`src/hdl/tdc_pkg.sv`:
```
package tdc_pkg;

	typedef enum logic [1:0] {
		PH_IDLE = 2'd0,
		PH_POS1 = 2'd1,
		PH_POS2 = 2'd2
	} phase_t;

	typedef enum logic [1:0] {
		FN_TICK   = 2'd0,
		FN_TARGET = 2'd1,
		FN_SAMPLE = 2'd2,
		FN_NOP    = 2'd3
	} func_t;

	typedef enum logic [1:0] {
		EV_NONE    = 2'd0,
		EV_START   = 2'd1,
		EV_END     = 2'd2,
		EV_TIMEOUT = 2'd3
	} event_t;

	localparam logic [1:0] MT_SERVO = 2'd0;
	localparam logic [1:0] MT_COIL  = 2'd1;
	localparam logic [1:0] MT_BEMF  = 2'd2;

	localparam logic [1:0] TGT_POS1 = 2'd1;
	localparam logic [1:0] TGT_POS2 = 2'd2;

	localparam logic [2:0] REG_MOTOR_TYPE      = 3'd0;
	localparam logic [2:0] REG_ANGLE_MIN       = 3'd1;
	localparam logic [2:0] REG_ANGLE_MAX       = 3'd2;
	localparam logic [2:0] REG_MOVE_LIMIT_MS   = 3'd3;
	localparam logic [2:0] REG_SERVO_STEP_MS   = 3'd4;
	localparam logic [2:0] REG_COIL_ON_MS      = 3'd5;
	localparam logic [2:0] REG_COIL_OFF_MS     = 3'd6;
	localparam logic [2:0] REG_STALL_THRESHOLD = 3'd7;

	localparam int ADDR_W = 5;

	localparam logic [7:0] FULL_PWM = 8'd255;

	typedef struct packed {
		logic [1:0]  motor_type;
		logic [7:0]  angle_min;
		logic [7:0]  angle_max;
		logic [15:0] move_limit_ms;
		logic [9:0]  servo_step_ms;
		logic [9:0]  coil_on_ms;
		logic [9:0]  coil_off_ms;
		logic [11:0] stall_threshold;
	} cfg_t;

	typedef struct packed {
		logic [1:0]  func;
		logic [31:0] time_ms;
		logic        end1_sensed;
		logic        end2_sensed;
		logic [1:0]  target_request;
		logic [11:0] bemf_sample;
		logic        shared_motor_busy;
	} item_t;

	typedef struct packed {
		logic [1:0] move_phase;
		logic [7:0] servo_angle;
		logic       coil1_drive;
		logic       coil2_drive;
		logic [7:0] motor_pwm;
		logic       motor_forward;
		logic [1:0] move_event;
		logic       bemf_owned;
	} res_t;

endpackage

```
`src/hdl/tdc_if.sv`:
```
interface tdc_cmd_if;
	logic        valid;
	logic        ready;
	logic [1:0]  func;
	logic [31:0] time_ms;
	logic        end1_sensed;
	logic        end2_sensed;
	logic [1:0]  target_request;
	logic [11:0] bemf_sample;
	logic        shared_motor_busy;

	modport source (
		output valid, func, time_ms, end1_sensed, end2_sensed,
			target_request, bemf_sample, shared_motor_busy,
		input  ready
	);
	modport sink (
		input  valid, func, time_ms, end1_sensed, end2_sensed,
			target_request, bemf_sample, shared_motor_busy,
		output ready
	);
endinterface

interface tdc_res_if;
	logic       valid;
	logic       ready;
	logic [1:0] move_phase;
	logic [7:0] servo_angle;
	logic       coil1_drive;
	logic       coil2_drive;
	logic [7:0] motor_pwm;
	logic       motor_forward;
	logic [1:0] move_event;
	logic       bemf_owned;

	modport source (
		output valid, move_phase, servo_angle, coil1_drive, coil2_drive,
			motor_pwm, motor_forward, move_event, bemf_owned,
		input  ready
	);
	modport sink (
		input  valid, move_phase, servo_angle, coil1_drive, coil2_drive,
			motor_pwm, motor_forward, move_event, bemf_owned,
		output ready
	);
endinterface

```
`src/hdl/tdc_regs.sv`:
```
module tdc_regs
	import tdc_pkg::*;
(
	input  logic              clk,
	input  logic              arst_n,
	input  logic              psel,
	input  logic              penable,
	input  logic              pwrite,
	input  logic [ADDR_W-1:0] paddr,
	input  logic [31:0]       pwdata,
	output logic [31:0]       prdata,
	output logic              pready,
	output cfg_t              cfg
);

	cfg_t       cfg_q;
	logic [2:0] idx;
	logic       wr_en;

	assign pready = 1'b1;
	assign idx    = paddr[ADDR_W-1:2];
	assign wr_en  = psel && penable && pwrite;
	assign cfg    = cfg_q;

	always_ff @(posedge clk or negedge arst_n) begin
		if (!arst_n) begin
			cfg_q.motor_type      <= MT_SERVO;
			cfg_q.angle_min       <= 8'd0;
			cfg_q.angle_max       <= 8'd180;
			cfg_q.move_limit_ms   <= 16'd5000;
			cfg_q.servo_step_ms   <= 10'd20;
			cfg_q.coil_on_ms      <= 10'd50;
			cfg_q.coil_off_ms     <= 10'd200;
			cfg_q.stall_threshold <= 12'd10;
		end else if (wr_en) begin
			case (idx)
				REG_MOTOR_TYPE:      cfg_q.motor_type      <= pwdata[1:0];
				REG_ANGLE_MIN:       cfg_q.angle_min       <= pwdata[7:0];
				REG_ANGLE_MAX:       cfg_q.angle_max       <= pwdata[7:0];
				REG_MOVE_LIMIT_MS:   cfg_q.move_limit_ms   <= pwdata[15:0];
				REG_SERVO_STEP_MS:   cfg_q.servo_step_ms   <= pwdata[9:0];
				REG_COIL_ON_MS:      cfg_q.coil_on_ms      <= pwdata[9:0];
				REG_COIL_OFF_MS:     cfg_q.coil_off_ms     <= pwdata[9:0];
				REG_STALL_THRESHOLD: cfg_q.stall_threshold <= pwdata[11:0];
				default: ;
			endcase
		end
	end

	always_comb begin
		case (idx)
			REG_MOTOR_TYPE:      prdata = {30'd0, cfg_q.motor_type};
			REG_ANGLE_MIN:       prdata = {24'd0, cfg_q.angle_min};
			REG_ANGLE_MAX:       prdata = {24'd0, cfg_q.angle_max};
			REG_MOVE_LIMIT_MS:   prdata = {16'd0, cfg_q.move_limit_ms};
			REG_SERVO_STEP_MS:   prdata = {22'd0, cfg_q.servo_step_ms};
			REG_COIL_ON_MS:      prdata = {22'd0, cfg_q.coil_on_ms};
			REG_COIL_OFF_MS:     prdata = {22'd0, cfg_q.coil_off_ms};
			REG_STALL_THRESHOLD: prdata = {20'd0, cfg_q.stall_threshold};
			default:             prdata = 32'd0;
		endcase
	end

endmodule

```
`src/hdl/tdc_engine.sv`:
```
module tdc_engine
	import tdc_pkg::*;
#(
	parameter int STALL_COUNT_LIMIT = 5
) (
	input  logic  clk,
	input  logic  arst_n,
	input  logic  advance,
	input  item_t item,
	input  cfg_t  cfg,
	output res_t  result
);

	localparam logic [3:0] STALL_LIMIT = 4'(STALL_COUNT_LIMIT);

	phase_t      phase_q, phase_d;
	logic [1:0]  target_q, target_d;
	logic [31:0] start_q, start_d;
	logic [31:0] last_q, last_d;
	logic [7:0]  angle_q, angle_d;
	logic [1:0]  coil_q, coil_d;
	logic        pwm_q, pwm_d;
	logic        fwd_q, fwd_d;
	logic        stall_q, stall_d;
	logic        held_q, held_d;
	logic [3:0]  run_q, run_d;
	event_t      ev;

	logic        bemf;
	logic        s1, s2, seen;
	logic [31:0] since_start, since_step;
	logic [10:0] coil_period;
	logic [1:0]  coil_bit;
	logic [3:0]  run_inc;

	assign bemf        = (cfg.motor_type == MT_BEMF);
	assign s1          = item.end1_sensed && !bemf;
	assign s2          = item.end2_sensed && !bemf;
	assign seen        = (phase_q == PH_POS1) ? s1 : s2;
	assign since_start = item.time_ms - start_q;
	assign since_step  = item.time_ms - last_q;
	assign coil_period = {1'b0, cfg.coil_on_ms} + {1'b0, cfg.coil_off_ms};
	assign coil_bit    = (phase_q == PH_POS1) ? 2'b01 : 2'b10;
	assign run_inc     = (item.bemf_sample < cfg.stall_threshold) ? run_q + 4'd1 : 4'd0;

	always_comb begin
		phase_t end_pos;
		logic   go;
		phase_d  = phase_q;
		target_d = target_q;
		start_d  = start_q;
		last_d   = last_q;
		angle_d  = angle_q;
		coil_d   = coil_q;
		pwm_d    = pwm_q;
		fwd_d    = fwd_q;
		stall_d  = stall_q;
		held_d   = held_q;
		run_d    = run_q;
		ev       = EV_NONE;
		end_pos  = PH_POS1;
		go       = 1'b0;
		case (func_t'(item.func))
			FN_TICK: begin
				if (phase_q == PH_IDLE) begin
					if (target_q == TGT_POS1 && !s1) begin
						go      = 1'b1;
						end_pos = PH_POS1;
					end else if (target_q == TGT_POS2 && !s2) begin
						go      = 1'b1;
						end_pos = PH_POS2;
					end
					// a busy shared driver keeps a back-EMF move from starting
					if (go && !(bemf && item.shared_motor_busy)) begin
						phase_d = end_pos;
						start_d = item.time_ms;
						ev      = EV_START;
						if (bemf) begin
							held_d  = 1'b1;
							stall_d = 1'b0;
							pwm_d   = 1'b1;
							fwd_d   = (end_pos == PH_POS1);
						end
					end
				end else if ((!bemf && seen) || (bemf && stall_q)) begin
					coil_d  = 2'b00;
					pwm_d   = 1'b0;
					held_d  = 1'b0;
					phase_d = PH_IDLE;
					ev      = EV_END;
				end else if (since_start > {16'd0, cfg.move_limit_ms}) begin
					coil_d  = 2'b00;
					pwm_d   = 1'b0;
					held_d  = 1'b0;
					phase_d = PH_IDLE;
					ev      = EV_TIMEOUT;
				end else if (cfg.motor_type == MT_SERVO) begin
					if (since_step > {22'd0, cfg.servo_step_ms}) begin
						if (phase_q == PH_POS1) begin
							if (angle_q > cfg.angle_min)
								angle_d = angle_q - 8'd1;
						end else begin
							if (angle_q < cfg.angle_max)
								angle_d = angle_q + 8'd1;
						end
						last_d = item.time_ms;
					end
				end else if (cfg.motor_type == MT_COIL) begin
					// a fresh pulse restarts the period, so the off test sees zero
					if (since_step > {21'd0, coil_period}) begin
						coil_d = coil_q | coil_bit;
						last_d = item.time_ms;
					end else if (since_step > {22'd0, cfg.coil_on_ms}) begin
						coil_d = coil_q & ~coil_bit;
					end
				end
			end
			FN_TARGET: begin
				if (item.target_request == TGT_POS1 || item.target_request == TGT_POS2)
					target_d = item.target_request;
			end
			FN_SAMPLE: begin
				if (held_q) begin
					if (run_inc > STALL_LIMIT) begin
						stall_d = 1'b1;
						run_d   = 4'd0;
					end else begin
						run_d   = run_inc;
					end
				end
			end
			default: ;
		endcase
	end

	always_comb begin
		result.move_phase    = phase_d;
		result.servo_angle   = angle_d;
		result.coil1_drive   = coil_d[0];
		result.coil2_drive   = coil_d[1];
		result.motor_pwm     = pwm_d ? FULL_PWM : 8'd0;
		result.motor_forward = fwd_d;
		result.move_event    = ev;
		result.bemf_owned    = held_d;
	end

	always_ff @(posedge clk or negedge arst_n) begin
		if (!arst_n) begin
			phase_q  <= PH_IDLE;
			target_q <= 2'd0;
			start_q  <= 32'd0;
			last_q   <= 32'd0;
			angle_q  <= 8'd0;
			coil_q   <= 2'b00;
			pwm_q    <= 1'b0;
			fwd_q    <= 1'b0;
			stall_q  <= 1'b0;
			held_q   <= 1'b0;
			run_q    <= 4'd0;
		end else if (advance) begin
			phase_q  <= phase_d;
			target_q <= target_d;
			start_q  <= start_d;
			last_q   <= last_d;
			angle_q  <= angle_d;
			coil_q   <= coil_d;
			pwm_q    <= pwm_d;
			fwd_q    <= fwd_d;
			stall_q  <= stall_d;
			held_q   <= held_d;
			run_q    <= run_d;
		end
	end

	a_held_moving: assert property (@(posedge clk) disable iff (!arst_n)
		held_q |-> phase_q != PH_IDLE)
		else $error("motor driver held while idle");

	a_pwm_tracks_held: assert property (@(posedge clk) disable iff (!arst_n)
		pwm_q == held_q)
		else $error("PWM level out of step with driver ownership");

	a_run_bounded: assert property (@(posedge clk) disable iff (!arst_n)
		run_q <= STALL_LIMIT)
		else $error("low sample run passed the stall limit");

	a_start_from_idle: assert property (@(posedge clk) disable iff (!arst_n)
		advance && ev == EV_START |=> $past(phase_q) == PH_IDLE && phase_q != PH_IDLE)
		else $error("move start without leaving idle");

endmodule

```
`src/hdl/turnout_drive_controller.sv`:
```
// Channel | Dir  | Word
// cmd     | in   | func, time_ms, end1/2_sensed, target_request, bemf_sample, busy
// res     | out  | move_phase, servo_angle, coil1/2_drive, motor_pwm, motor_forward,
//         |      | move_event, bemf_owned
// apb     | in   | register writes and reads, 4-byte stride, pready always high
//
// One word per clock sustained while the result side is ready; a word passes the input
// register, then the result register, with the state updated as it enters the result
// register. Reset is asynchronous and returns the configuration registers, valid flags
// and state to their defaults. A stalled result holds the input register, which still
// takes a word while the result register drains.
module turnout_drive_controller
	import tdc_pkg::*;
#(
	parameter int STALL_COUNT_LIMIT = 5
) (
	input  logic              clk,
	input  logic              arst_n,
	tdc_cmd_if.sink           cmd,
	tdc_res_if.source         res,
	input  logic              psel,
	input  logic              penable,
	input  logic              pwrite,
	input  logic [ADDR_W-1:0] paddr,
	input  logic [31:0]       pwdata,
	output logic [31:0]       prdata,
	output logic              pready
);

	cfg_t  cfg;
	item_t item_s1;
	logic  valid_s1;
	res_t  res_s2;
	res_t  res_d;
	logic  valid_s2;
	logic  advance;

	tdc_regs u_regs (
		.clk     (clk),
		.arst_n  (arst_n),
		.psel    (psel),
		.penable (penable),
		.pwrite  (pwrite),
		.paddr   (paddr),
		.pwdata  (pwdata),
		.prdata  (prdata),
		.pready  (pready),
		.cfg     (cfg)
	);

	tdc_engine #(
		.STALL_COUNT_LIMIT (STALL_COUNT_LIMIT)
	) u_engine (
		.clk     (clk),
		.arst_n  (arst_n),
		.advance (advance),
		.item    (item_s1),
		.cfg     (cfg),
		.result  (res_d)
	);

	assign advance   = valid_s1 && (!valid_s2 || res.ready);
	assign cmd.ready = !valid_s1 || advance;

	always_ff @(posedge clk or negedge arst_n) begin
		if (!arst_n) begin
			valid_s1 <= 1'b0;
			valid_s2 <= 1'b0;
		end else begin
			if (cmd.ready)
				valid_s1 <= cmd.valid;
			if (advance)
				valid_s2 <= 1'b1;
			else if (res.ready)
				valid_s2 <= 1'b0;
		end
	end

	always_ff @(posedge clk) begin
		if (cmd.valid && cmd.ready) begin
			item_s1.func              <= cmd.func;
			item_s1.time_ms           <= cmd.time_ms;
			item_s1.end1_sensed       <= cmd.end1_sensed;
			item_s1.end2_sensed       <= cmd.end2_sensed;
			item_s1.target_request    <= cmd.target_request;
			item_s1.bemf_sample       <= cmd.bemf_sample;
			item_s1.shared_motor_busy <= cmd.shared_motor_busy;
		end
		if (advance)
			res_s2 <= res_d;
	end

	assign res.valid         = valid_s2;
	assign res.move_phase    = res_s2.move_phase;
	assign res.servo_angle   = res_s2.servo_angle;
	assign res.coil1_drive   = res_s2.coil1_drive;
	assign res.coil2_drive   = res_s2.coil2_drive;
	assign res.motor_pwm     = res_s2.motor_pwm;
	assign res.motor_forward = res_s2.motor_forward;
	assign res.move_event    = res_s2.move_event;
	assign res.bemf_owned    = res_s2.bemf_owned;

	a_start_shows_move: assert property (@(posedge clk) disable iff (!arst_n)
		res.valid && res.move_event == EV_START |-> res.move_phase != PH_IDLE)
		else $error("start event with idle phase");

	a_stop_shows_idle: assert property (@(posedge clk) disable iff (!arst_n)
		res.valid && (res.move_event == EV_END || res.move_event == EV_TIMEOUT)
		|-> res.move_phase == PH_IDLE && !res.bemf_owned && res.motor_pwm == 8'd0)
		else $error("stop event with drive still on");

	a_no_overwrite: assert property (@(posedge clk) disable iff (!arst_n)
		valid_s2 && !res.ready |=> valid_s2 && $stable(res_s2))
		else $error("pending result overwritten");

endmodule

```
`src/flat_wrapper.sv`:
```
// flat-port wrapper written by rule: the top's interface ports become plain ports
module turnout_drive_controller_flat import tdc_pkg::*;
#(
	parameter int STALL_COUNT_LIMIT = 5
)
  (clk, arst_n, psel, penable, pwrite, paddr, pwdata, prdata, pready, cmd_valid, cmd_func, cmd_time_ms, cmd_end1_sensed, cmd_end2_sensed, cmd_target_request, cmd_bemf_sample, cmd_shared_motor_busy, cmd_ready, res_valid, res_move_phase, res_servo_angle, res_coil1_drive, res_coil2_drive, res_motor_pwm, res_motor_forward, res_move_event, res_bemf_owned, res_ready);
  tdc_cmd_if cmd_i ();
  tdc_res_if res_i ();
  input  logic clk;
  input  logic arst_n;
  input  logic psel;
  input  logic penable;
  input  logic pwrite;
  input  logic [ADDR_W-1:0] paddr;
  input  logic [31:0] pwdata;
  output logic [31:0] prdata;
  output logic pready;
  input wire logic [$bits(cmd_i.valid)-1:0] cmd_valid;
  input wire logic [$bits(cmd_i.func)-1:0] cmd_func;
  input wire logic [$bits(cmd_i.time_ms)-1:0] cmd_time_ms;
  input wire logic [$bits(cmd_i.end1_sensed)-1:0] cmd_end1_sensed;
  input wire logic [$bits(cmd_i.end2_sensed)-1:0] cmd_end2_sensed;
  input wire logic [$bits(cmd_i.target_request)-1:0] cmd_target_request;
  input wire logic [$bits(cmd_i.bemf_sample)-1:0] cmd_bemf_sample;
  input wire logic [$bits(cmd_i.shared_motor_busy)-1:0] cmd_shared_motor_busy;
  output wire logic [$bits(cmd_i.ready)-1:0] cmd_ready;
  output wire logic [$bits(res_i.valid)-1:0] res_valid;
  output wire logic [$bits(res_i.move_phase)-1:0] res_move_phase;
  output wire logic [$bits(res_i.servo_angle)-1:0] res_servo_angle;
  output wire logic [$bits(res_i.coil1_drive)-1:0] res_coil1_drive;
  output wire logic [$bits(res_i.coil2_drive)-1:0] res_coil2_drive;
  output wire logic [$bits(res_i.motor_pwm)-1:0] res_motor_pwm;
  output wire logic [$bits(res_i.motor_forward)-1:0] res_motor_forward;
  output wire logic [$bits(res_i.move_event)-1:0] res_move_event;
  output wire logic [$bits(res_i.bemf_owned)-1:0] res_bemf_owned;
  input wire logic [$bits(res_i.ready)-1:0] res_ready;
  assign cmd_i.valid = cmd_valid;
  assign cmd_i.func = cmd_func;
  assign cmd_i.time_ms = cmd_time_ms;
  assign cmd_i.end1_sensed = cmd_end1_sensed;
  assign cmd_i.end2_sensed = cmd_end2_sensed;
  assign cmd_i.target_request = cmd_target_request;
  assign cmd_i.bemf_sample = cmd_bemf_sample;
  assign cmd_i.shared_motor_busy = cmd_shared_motor_busy;
  assign cmd_ready = cmd_i.ready;
  assign res_valid = res_i.valid;
  assign res_move_phase = res_i.move_phase;
  assign res_servo_angle = res_i.servo_angle;
  assign res_coil1_drive = res_i.coil1_drive;
  assign res_coil2_drive = res_i.coil2_drive;
  assign res_motor_pwm = res_i.motor_pwm;
  assign res_motor_forward = res_i.motor_forward;
  assign res_move_event = res_i.move_event;
  assign res_bemf_owned = res_i.bemf_owned;
  assign res_i.ready = res_ready;
  turnout_drive_controller #(.STALL_COUNT_LIMIT(STALL_COUNT_LIMIT)) u_core (.clk(clk), .arst_n(arst_n), .cmd(cmd_i), .res(res_i), .psel(psel), .penable(penable), .pwrite(pwrite), .paddr(paddr), .pwdata(pwdata), .prdata(prdata), .pready(pready));
endmodule
```
`config.mk`:
```
export PLATFORM = sky130hd
export DESIGN_NAME = turnout_drive_controller_flat
export DESIGN_NICKNAME = d
export VERILOG_FILES = /design/src/hdl/tdc_pkg.sv /design/src/hdl/tdc_if.sv /design/src/hdl/tdc_regs.sv /design/src/hdl/tdc_engine.sv /design/src/hdl/turnout_drive_controller.sv /design/src/flat_wrapper.sv
export SDC_FILE = /design/constraint.sdc
export NUM_CORES = 1
export LEC_CHECK = 0
export BUFFER_PORTS_ARGS = -buffer_cell sky130_fd_sc_hd__buf_2
export CORE_ASPECT_RATIO = 0.75
export CORE_MARGIN = 3
export CORE_UTILIZATION = 34
export DETAILED_ROUTE_END_ITERATION = 7
export PLACE_DENSITY = 0.6
export SLEW_MARGIN = 20
export SYNTH_ARGS = -nofsm -noshare
export SYNTH_HDL_FRONTEND = slang
export SYNTH_HIERARCHICAL = 1
export SYNTH_SLANG_ARGS = --single-unit
```
`constraint.sdc`:
```
create_clock -name clk -period 7.8 [get_ports clk]
set_input_delay 0.78 -clock clk [delete_from_list [all_inputs] [get_ports clk]]
set_output_delay 0.78 -clock clk [all_outputs]
set_load 0.01 [all_outputs]
```
==> results of run 1 <==
-- metal layers --
metal	routed length (µm)	share of wire	vias up	global-route usage
met3	2610	0.057	48	0.0269
met2	18200	0.40	367	0.247
met1	24000	0.53	6203	0.284
met4	674	0.015	0	0.0289
li1	-	-	6163	-
met5	0	0	-	0
-- worst max-delay path, cell delays in order (launching register included) --
cell	delay [ns]
edfxtp_1	0.40
inv_1	0.18
ha_1	0.19
inv_1	0.05
fa_1	0.40
a21o_1	0.21
a221o_1	0.39
a21oi_1	0.17
nor2_1	0.07
o21ai_0	0.15
nand2b_1	0.07
a21oi_1	0.17
xnor2_1	0.14
ha_1	0.27
and4_1	0.17
nand3b_1	0.13
a21oi_1	0.06
o32ai_1	0.40
o2111a_1	0.25
nand3_1	0.09
nor4b_2	0.75
nand4_1	0.43
nor2_1	0.29
and3_2	0.64
buf_12	0.26
mux2_2	0.35
-- area by class of cell --
class,instances,share of cell area
antenna,1,0.000135
sequential,239,0.344
clock inverter,14,0.00810
inverter,157,0.0318
clock buffer,35,0.0408
tap,639,0.0431
timing repair buffer,122,0.0345
multi-input combinational,1202,0.497
-- kinds of logic after synthesis --
group / Yosys count
mux: 162
simple gates: 428
flops: 239
xor+xnor: 59
fa+ha+maj: 151
buf+inv: 230
compound gates: 385
other cells: 2
-- worst paths after layout --
kind / endpoint / slack (ns) / from
setup / recovery: u_core/u_engine/last_q[4]$_DFFE_PN0P_ / 0.95 / u_core/item_s1[17]$_DFFE_PP_
hold / removal: u_core/u_engine/last_q[30]$_DFFE_PN0P_ / 0.31 / arst_n
setup reg to reg: u_core/u_engine/last_q[4]$_DFFE_PN0P_ / 0.95 / u_core/item_s1[17]$_DFFE_PP_
hold reg to reg: u_core/u_engine/target_q[1]$_DFFE_PN0P_ / 0.48 / u_core/item_s1[13]$_DFFE_PP_
max in group asynchronous: u_core/u_engine/start_q[16]$_DFFE_PN0P_ / 6.03 / arst_n
min in group clk: u_core/item_s1[6]$_DFFE_PP_ / 0.40 / cmd_bemf_sample[5]
-- power by group through the flow --
stage / sequential (mW) / clock [mW] / combinational [mW]
after detailed placement: 1.71 / 0 / 2.13
after global placement: 1.70 / 0 / 2.11
after floorplan: 1.65 / 0 / 1.61
after CTS: 1.69 / 1.35 / 2.15
after global routing: 1.71 / 1.39 / 2.43
final: 1.69 / 1.30 / 2.16
-- sequential cells by signal, indices dropped and copies added, names as in the netlist, 2 cells and up --
register / count
u_core/u_engine/phase_q: 2
u_core/res.move_phase: 2
u_core/u_engine/coil_q: 2
u_core/res.move_event: 2
u_core/u_engine/start_q: 32
u_core/u_regs/cfg: 76
u_core/u_engine/run_q: 4
u_core/res.motor_pwm: 8
u_core/item_s1: 51
u_core/res.servo_angle: 8
u_core/u_engine/angle_q: 8
u_core/u_engine/target_q: 2
u_core/u_engine/last_q: 32
-- cells in the final DEF (no fill, tap or decap), types with 11 or more instances in the layout --
cell type,n
conb_1,17
and2_1,13
dfrtp_1,145
edfxtp_1,75
nand4_1,29
nand3_1,34
mux2_4,29
nor3_1,28
clkbuf_16,27
ha_1,148
a21o_1,27
o21a_1,25
mux2i_1,16
a211oi_1,14
xor2_1,15
xnor2_1,44
a31oi_1,13
nand2b_1,25
mux2_2,113
nand2_1,118
dfstp_2,19
and3_1,11
a21oi_1,112
inv_1,156
o211ai_1,13
nor2_1,86
buf_2,117
nor2b_1,23
o21ai_0,61
==> impl_metrics.yaml, run 1 <==
drt:
  drc: 0
  num_vias: 12781
  routed_wl_um: 45400
  ant_nets: 0
  viasPerCell: 5.31
  drt_iter0_markers: 1007
  first_pass_iters: 5
  wl_per_cell_um: 18.9
floorplanning:
  ios: 154
  die_w_um: 261
  coreArea_um2: 47800
  die-area_um2: 51600
  die_h_um: 197
  std_cell_rows: 69
  start_util: 0.347
grt:
  grt-ovfl-total: 0
  grt_pass1_wl_um: 71400
  grt_max_degree: 94
  grt_pass1_vias: 12306
  antenna_found_initial: 1
  grt_util_all_layers: 0.176
synthesis:
  yosys.area_share.simple: 0.132
  async_reset_ff_frac: 0.686
  synth_warnings: 6
  netlist.area_leader.share: 0.218
  synth_common_cells: "inv_1 (156), ha_1 (148), dfrtp_1 (145)"
  netlist_area_um2: 16600
  synth_top_area_cell: "dfrtp_1"
  synthDistinctLibCells: 94
  yosys-mux-area-fraction: 0.117
  ys_ff_latch: 239
  synth-main-ff-cell: "dfrtp_1"
  seq_area_frac_synth: 0.384
  postSynthAreaPerCell_um2: 10.0
  synth_fa_ha_area_frac: 0.115
  yosysMostFrequentCell: "inv_1"
  syn_inst: 1656
  yosys.area_share.xor_xnor: 0.0311
  synth_top_family_by_area: "compound AO/OA/AOI/OAI gates"
  synth_edf_count: 75
  synth_area_leaders: "dfrtp_1 (22%), edfxtp_1 (14%), ha_1 (11%)"
  synth_compound_area_frac: 0.156
worst_setup_path:
  crit_path_max_fanout: 17
  end_kind: "flip-flop"
  r2r_cells: 25
  critPathLaunchType: "flip-flop"
  critical_path_class: "flip-flop to flip-flop"
  arrival_ns: 7.29
  required_ns: 8.24
cts:
  cts.repair.resized: 0
  root_buffer: "clkbuf_16"
  cts_buffer_depth: 3
  ctsHoldBuffers: 0
  clkSinkCount: 239
  cts_buffers: 27
  worstSkewPairLatency_ns: 0.56
  htreeDepth: 1
  post_cts_buffers: 0
  clk_pin_slew_worst_paths_ns: 0.07
  cts_tree: "done"
timing:
  holdWs_ns: 0.311
  final_max_slew_viol_count: 0
  fin_tns_setup_ns: 0
  worst_pin_slew_ns: 1.03
  max_freq_mhz: 146
  relSlewSlack: 0.313
  final-setup-viol-count: 0
  setup_ws_ns: 0.953
  finalCritPeriodShare: 0.878
  period_needed_ns: 6.85
  hold_viol: 0
  grt_setup_unrepaired: "false"
  fin_skew_ns: 0.0185
finish:
  finalInstanceArea_um2: 18500
  drive_gt1_frac: 0.208
  multi_input_area_um2: 9220
  register_area_um2: 6380
  nFillCells: 4761
  area_growth_pct: 11.6
  final_cells: 2409
  final_util: 0.388
  nNetsFinal: 1995
pwr:
  p_leak_nw: 7.97
  p_total_mw: 5.16
  power_frac_seq: 0.327
  p_sw_mw: 1.95
  p_per_area_nw_per_um2: 278
  intPower_mw: 3.20
  irDropWorstVdd_mv: 0.169
  combPwrFrac: 0.420
  power_frac_clock: 0.253
  p_sw_frac: 0.379
placed_design:
  gp_congestion: 0.872
  place_inst: 2359
  numPortBuffers: 118
  placed_area_um2: 17600
  dpl.hpwl_um: 35000
  post-place-ws_ns: 1.02
min_path:
  holdCritPathClass: "input port to async pin"
status:
  status: "complete, no violations"
job:
  drv_cap: 0
No activity file was read; power rests on OpenSTA's default activity.
==> run 2: changes to the inputs <==
CTS_CLUSTER_SIZE = 12   (was not set)
clock period = 6.35 ns   (was 7.8 ns; I/O delays follow)
==> run 2 against run 1 <==
Total power rose by 21%. Count of clock-buffer cells in the layout is 4 higher. Clock skew increased by 0.0018 ns. Register-to-register slack got worse by 0.44 ns. Die area did not move. Global-route usage is 0.13 points lower. Cell count up 0.33%. Hold slack got worse by 0.30 ns. Wire length decreased by 0.26%. Fmax rose by 17%.
==> impl_metrics.yaml, run 2 (synthesis results as in run 1) <==
finish:
  antenna_cells: 0
  final_cell_mix: "inv_1 (156), ha_1 (148), dfrtp_1 (145)"
  multi_input_area_um2: 9220
  layout_commonest_cell: "inv_1"
  largest_reg_flops: 76
  final_cells: 2417
  nNetsFinal: 2004
  area_growth_pct: 11.7
  register_area_um2: 6380
  drive_gt1_frac: 0.208
  nFillCells: 4812
pwr:
  p_per_area_nw_per_um2: 336
  power_frac_seq: 0.332
  p_sw_frac: 0.380
  p_leak_nw: 7.99
  power_frac_clock: 0.241
  p_total_mw: 6.24
  intPower_mw: 3.87
  p_sw_mw: 2.37
  irDropWorstVdd_mv: 0.185
  combPwrFrac: 0.427
worst_setup_path:
  r2r_cells: 26
  critical_path_class: "flip-flop to flip-flop"
  arrival_ns: 6.26
  end_kind: "flip-flop"
  crit_end: "u_core/u_engine/last_q[4]$_DFFE_PN0P_"
  required_ns: 6.78
  rr_endpoint: "u_core/u_engine/last_q[4]$_DFFE_PN0P_"
  crit_path_max_fanout: 17
  r2r_start: "u_core/item_s1[17]$_DFFE_PP_"
  startpoint: "u_core/item_s1[17]$_DFFE_PP_"
  ff2ff_setup_slack_ns: 0.52
  critPathLaunchType: "flip-flop"
placed_design:
  place_inst: 2369
  numPortBuffers: 118
  dpl.hpwl_um: 35100
  gp_congestion: 0.878
cts:
  cts_buffers: 26
  clk_pin_slew_worst_paths_ns: 0.06
  htreeDepth: 1
  cts_tree: "done"
  root_buffer: "clkbuf_16"
  cts_buffer_depth: 3
  clkSinkCount: 239
  cts.repair.resized: 0
  post_cts_buffers: 0
  worstSkewPairLatency_ns: 0.55
  ctsHoldBuffers: 0
floorplanning:
  coreArea_um2: 47800
  ios: 154
  start_util: 0.347
  die_w_um: 261
  std_cell_rows: 69
  die-area_um2: 51600
  die_h_um: 197
drt:
  num_vias: 12877
  viasPerCell: 5.33
  drc: 0
  routed_wl_um: 45300
  ant_nets: 0
  wl_per_cell_um: 18.7
  drt_iter0_markers: 979
  first_pass_iters: 5
grt:
  grt_pass1_vias: 12388
  antenna_found_initial: 1
  grt_util_all_layers: 0.174
  grt-ovfl-total: 0
  grt_max_degree: 69
  grt_pass1_wl_um: 71100
timing:
  fin_tns_setup_ns: 0
  final_max_slew_viol_count: 0
  worst_pin_slew_ns: 1.10
  period_needed_ns: 5.83
  fin_skew_ns: 0.0203
  finalCritPeriodShare: 0.919
  max_freq_mhz: 171
  final-setup-viol-count: 0
  grt_setup_unrepaired: "false"
  hold_viol: 0
  relSlewSlack: 0.261
job:
  drv_cap: 0
status:
  status: "complete, no violations"
min_path:
  holdCritPathClass: "input port to async pin"
run 2: area by class of cell:
| cell class | instances | share of cell area |
|---|---|---|
| inverters | 157 | 0.0318 |
| clock buffers | 39 | 0.0399 |
| multi-input cells | 1202 | 0.497 |
| well taps | 639 | 0.0431 |
| clock inverters | 9 | 0.00519 |
| repair buffers | 132 | 0.0392 |
| flip-flops and latches | 239 | 0.344 |
run 2: how the worst min path moves through the flow:
| stage | from | endpoint | slack [ns] | depth (start not counted) |
|---|---|---|---|---|
| after floorplan | arst_n | u_core/res.valid$_DFFE_PN0P_ | 0.34 | 0 |
| after global placement | u_core/item_s1[13]$_DFFE_PP_ | u_core/u_engine/target_q[1]$_DFFE_PN0P_ | 0.45 | 1 |
| after detailed placement | u_core/item_s1[13]$_DFFE_PP_ | u_core/u_engine/target_q[1]$_DFFE_PN0P_ | 0.45 | 1 |
| after CTS | arst_n | u_core/u_engine/last_q[28]$_DFFE_PN0P_ | 0.02 | 1 |
| after global routing | arst_n | u_core/u_engine/last_q[28]$_DFFE_PN0P_ | 0.05 | 1 |
| final | arst_n | u_core/u_engine/last_q[28]$_DFFE_PN0P_ | 0.01 | 1 |
run 2: power by group through the flow:
stage,combinational [mW],sequential (mW),clock [mW]
global placement,2.59,2.08,0
global route,2.98,2.11,1.62
detailed placement,2.62,2.10,0
finish,2.66,2.07,1.50
floorplan,1.97,2.02,0
CTS,2.64,2.07,1.55
run 2: critical path, stage by stage (launching register included):
cell and delay (ns):
edfxtp_1 0.39, inv_1 0.18, ha_1 0.20, inv_1 0.06, fa_1 0.40, a21o_1 0.20, a221o_1 0.39, a21oi_1 0.17
nor2_1 0.07, o21ai_0 0.15, nand2b_1 0.07, a21oi_1 0.17, xnor2_1 0.14, ha_1 0.28, and4_1 0.18, nand3b_1 0.13
a21oi_1 0.06, o32ai_1 0.42, o2111a_1 0.26, nand3_1 0.08, nor4b_2 0.31, buf_4 0.20, nand4_1 0.12, nor2_1 0.23
and3_2 0.29, buf_12 0.20, mux2_2 0.35
run 2: per-layer routing:
layer	vias to the layer above	part of all wire	global-route usage	wire (µm)
li1	6187	-	-	-
met1	6260	0.52	0.278	23300
met2	394	0.40	0.249	18300
met3	36	0.066	0.0290	3000
met4	0	0.013	0.0261	599
met5	-	0	0	0
run 2: through the flow:
| step | utilization | setup slack [ns] | instance area, µm² | hold slack [ns] |
|---|---|---|---|---|
| after global routing | 0.388 | 0.110 | 18600 | 0.0491 |
| after detailed placement | 0.370 | 0.529 | 17700 | 0.450 |
| after global placement | 0.370 | 0.545 | 17700 | 0.453 |
| after CTS | 0.388 | 0.480 | 18600 | 0.0170 |
| after floorplan | - | 1.35 | 16700 | 0.339 |
| final | 0.388 | 0.515 | 18600 | 0.0139 |
==> run 3: changes to the inputs <==
CTS_BUF_LIST = sky130_fd_sc_hd__clkbuf_4   (was not set)
PLACE_DENSITY = 0.61   (was 0.6)
clock period = 4.8 ns   (was 6.35 ns; I/O delays follow)
==> run 3 against run 2 <==
Non-clock buffer count is 123 higher. Critical path type unchanged. Clock skew rose by 0.048 ns. The flow now finishes with violations (setup timing). Sequential power grew 32%. Via count increased by 7.1%. First-iteration DRC count grew 28%. Worst setup slack got worse by 1.0 ns. Die area did not move. Utilization increased by 2.7 points. Fmax grew 9.7%. Sequential cell count unchanged. Cell count grew 8.1%.
==> impl_metrics.yaml, run 3 (synthesis results as in run 1) <==
status:
  status: "finished, violations left"
  violations: "setup timing"
grt:
  antenna_found_initial: 5
  grt_pass1_vias: 13554
  grt-ovfl-total: 0
  grt_pass1_wl_um: 75200
  grt_util_all_layers: 0.186
  grt_max_degree: 90
timing:
  final_max_slew_viol_count: 0
  final-setup-viol-count: 66
  finalCritPeriodShare: 1.11
  setup_ws_ns: -0.520
  hold_viol: 0
  relSlewSlack: 0.222
  max_freq_mhz: 188
  fin_skew_ns: 0.0684
  period_needed_ns: 5.32
  grt_setup_unrepaired: "true"
  worst_pin_slew_ns: 1.16
placed_design:
  dpl.hpwl_um: 36100
  place_inst: 2425
  numPortBuffers: 118
  gp_congestion: 0.933
pwr:
  intPower_mw: 5.25
  p_leak_nw: 8.69
  irDropWorstVdd_mv: 0.222
  p_per_area_nw_per_um2: 433
  combPwrFrac: 0.457
  power_frac_clock: 0.225
  p_sw_mw: 3.34
  p_sw_frac: 0.389
  power_frac_seq: 0.318
  p_total_mw: 8.60
drt:
  ant_nets: 0
  num_vias: 13793
  wl_per_cell_um: 18.4
  viasPerCell: 5.28
  first_pass_iters: 8
  drc: 0
  drt_iter0_markers: 1255
  routed_wl_um: 48000
floorplanning:
  die_h_um: 197
  die-area_um2: 51600
  coreArea_um2: 47800
  start_util: 0.347
  std_cell_rows: 69
  die_w_um: 261
  ios: 154
cts:
  clk_pin_slew_worst_paths_ns: 0.06
  clkSinkCount: 239
  cts_buffers: 66
  worstSkewPairLatency_ns: 0.75
  htreeDepth: 3
  root_buffer: "clkbuf_4"
  cts_tree: "done"
  cts_buffer_depth: 3
worst_setup_path:
  ff2ff_setup_slack_ns: -0.52
  end_kind: "flip-flop"
  crit_path_max_fanout: 13
  critPathLaunchType: "flip-flop"
  arrival_ns: 5.93
  critical_path_class: "flip-flop to flip-flop"
  required_ns: 5.41
finish:
  register_area_um2: 6380
  nNetsFinal: 2167
  largest_reg_flops: 76
  multi_input_area_um2: 9350
  final_cell_mix: "inv_1 (154), ha_1 (147), dfrtp_1 (145)"
  area_growth_pct: 19.5
  nFillCells: 4729
  drive_gt1_frac: 0.270
  final_cells: 2613
  layout_commonest_cell: "inv_1"
job:
  drv_cap: 0
min_path:
  holdCritPathClass: "input port to flip-flop"
==> run 3: layout make-up <==
cell class	count	share of cell area
Sequential cell	239	0.322
Antenna cell	2	0.000252
Inverter	157	0.0297
Clock inverter	16	0.00473
Tap cell	639	0.0403
Clock buffer	103	0.0390
Multi-Input combinational cell	1202	0.471
Timing Repair Buffer	255	0.0932
==> run 3: timing repair <==
item,CTS,global route
hold buffers,62,0
endpoints found under the hold margin,134,0
setup buffers,4,0
setup endpoints to repair,66,68
cloned,1,1
pin swaps,15,17
gates resized for setup,20,17
==> run 3: worst paths after layout <==
path	end	depth (start not counted)	startpoint
hold reg to reg	u_core/u_engine/target_q[1]$_DFFE_PN0P_	1	u_core/item_s1[13]$_DFFE_PP_
max in group asynchronous	u_core/u_engine/start_q[18]$_DFFE_PN0P_	3	arst_n
min in group asynchronous	u_core/u_regs/cfg[71]$_DFFE_PN0P_	2	arst_n
setup / recovery	u_core/u_engine/last_q[6]$_DFFE_PN0P_	25	u_core/item_s1[17]$_DFFE_PP_
hold / removal	u_core/u_regs/cfg[30]$_DFFE_PN0P_	2	pwdata[8]
setup reg to reg	u_core/u_engine/last_q[6]$_DFFE_PN0P_	25	u_core/item_s1[17]$_DFFE_PP_
==> run 3: through the flow <==
| stage | util | TNS (ns) | area [µm²] | hold slack [ns] | setup WS, ns |
|---|---|---|---|---|---|
| after CTS | 0.413 | -24.62 | 19700 | 0.0119 | -0.519 |
| after floorplan | - | 0 | 16700 | 0.184 | 0.00497 |
| final | 0.415 | -25.05 | 19800 | 0.0972 | -0.520 |
| after detailed placement | 0.379 | -27.80 | 18100 | 0.466 | -0.621 |
| after global routing | 0.415 | -39.46 | 19800 | 0.0210 | -0.735 |
| after global placement | 0.379 | -17.50 | 18100 | 0.453 | -0.484 |
==> run 3: power by group through the flow <==
| stage | Combinational, mW | Clock, mW | Sequential [mW] |
|---|---|---|---|
| CTS | 3.82 | 2.02 | 2.73 |
| global route | 4.36 | 2.13 | 2.77 |
| finish | 3.93 | 1.93 | 2.74 |
| detailed placement | 3.71 | 0 | 2.77 |
| floorplan | 2.62 | 0 | 2.68 |
| global placement | 3.64 | 0 | 2.75 |
==> run 3: critical path, cell delays in order, from the launching register on <==
cell and delay [ns]:
edfxtp_1 0.40, inv_2 0.10, ha_4 0.14, inv_2 0.04
fa_2 0.36, a21o_1 0.20, a221o_1 0.34, buf_4 0.15
buf_4 0.13, nand2_1 0.09, nand2_1 0.08, xor2_1 0.17
ha_1 0.32, nand4_1 0.14, nand3b_1 0.29, buf_4 0.19
o32ai_2 0.12, o2111a_1 0.22, nand3_1 0.09, nor4b_2 0.30
buf_4 0.20, nand4_1 0.14, nor2_1 0.19, and3_4 0.31
buf_16 0.19, mux2_4 0.31
==> run 3: per-layer routing <==
metal	vias to the layer above	share of wire	GRT usage
met1	6672	0.49	0.279
met4	4	0.019	0.0523
met3	69	0.081	0.0483
li1	6562	-	-
met2	486	0.41	0.261
met5	-	0.00042	0
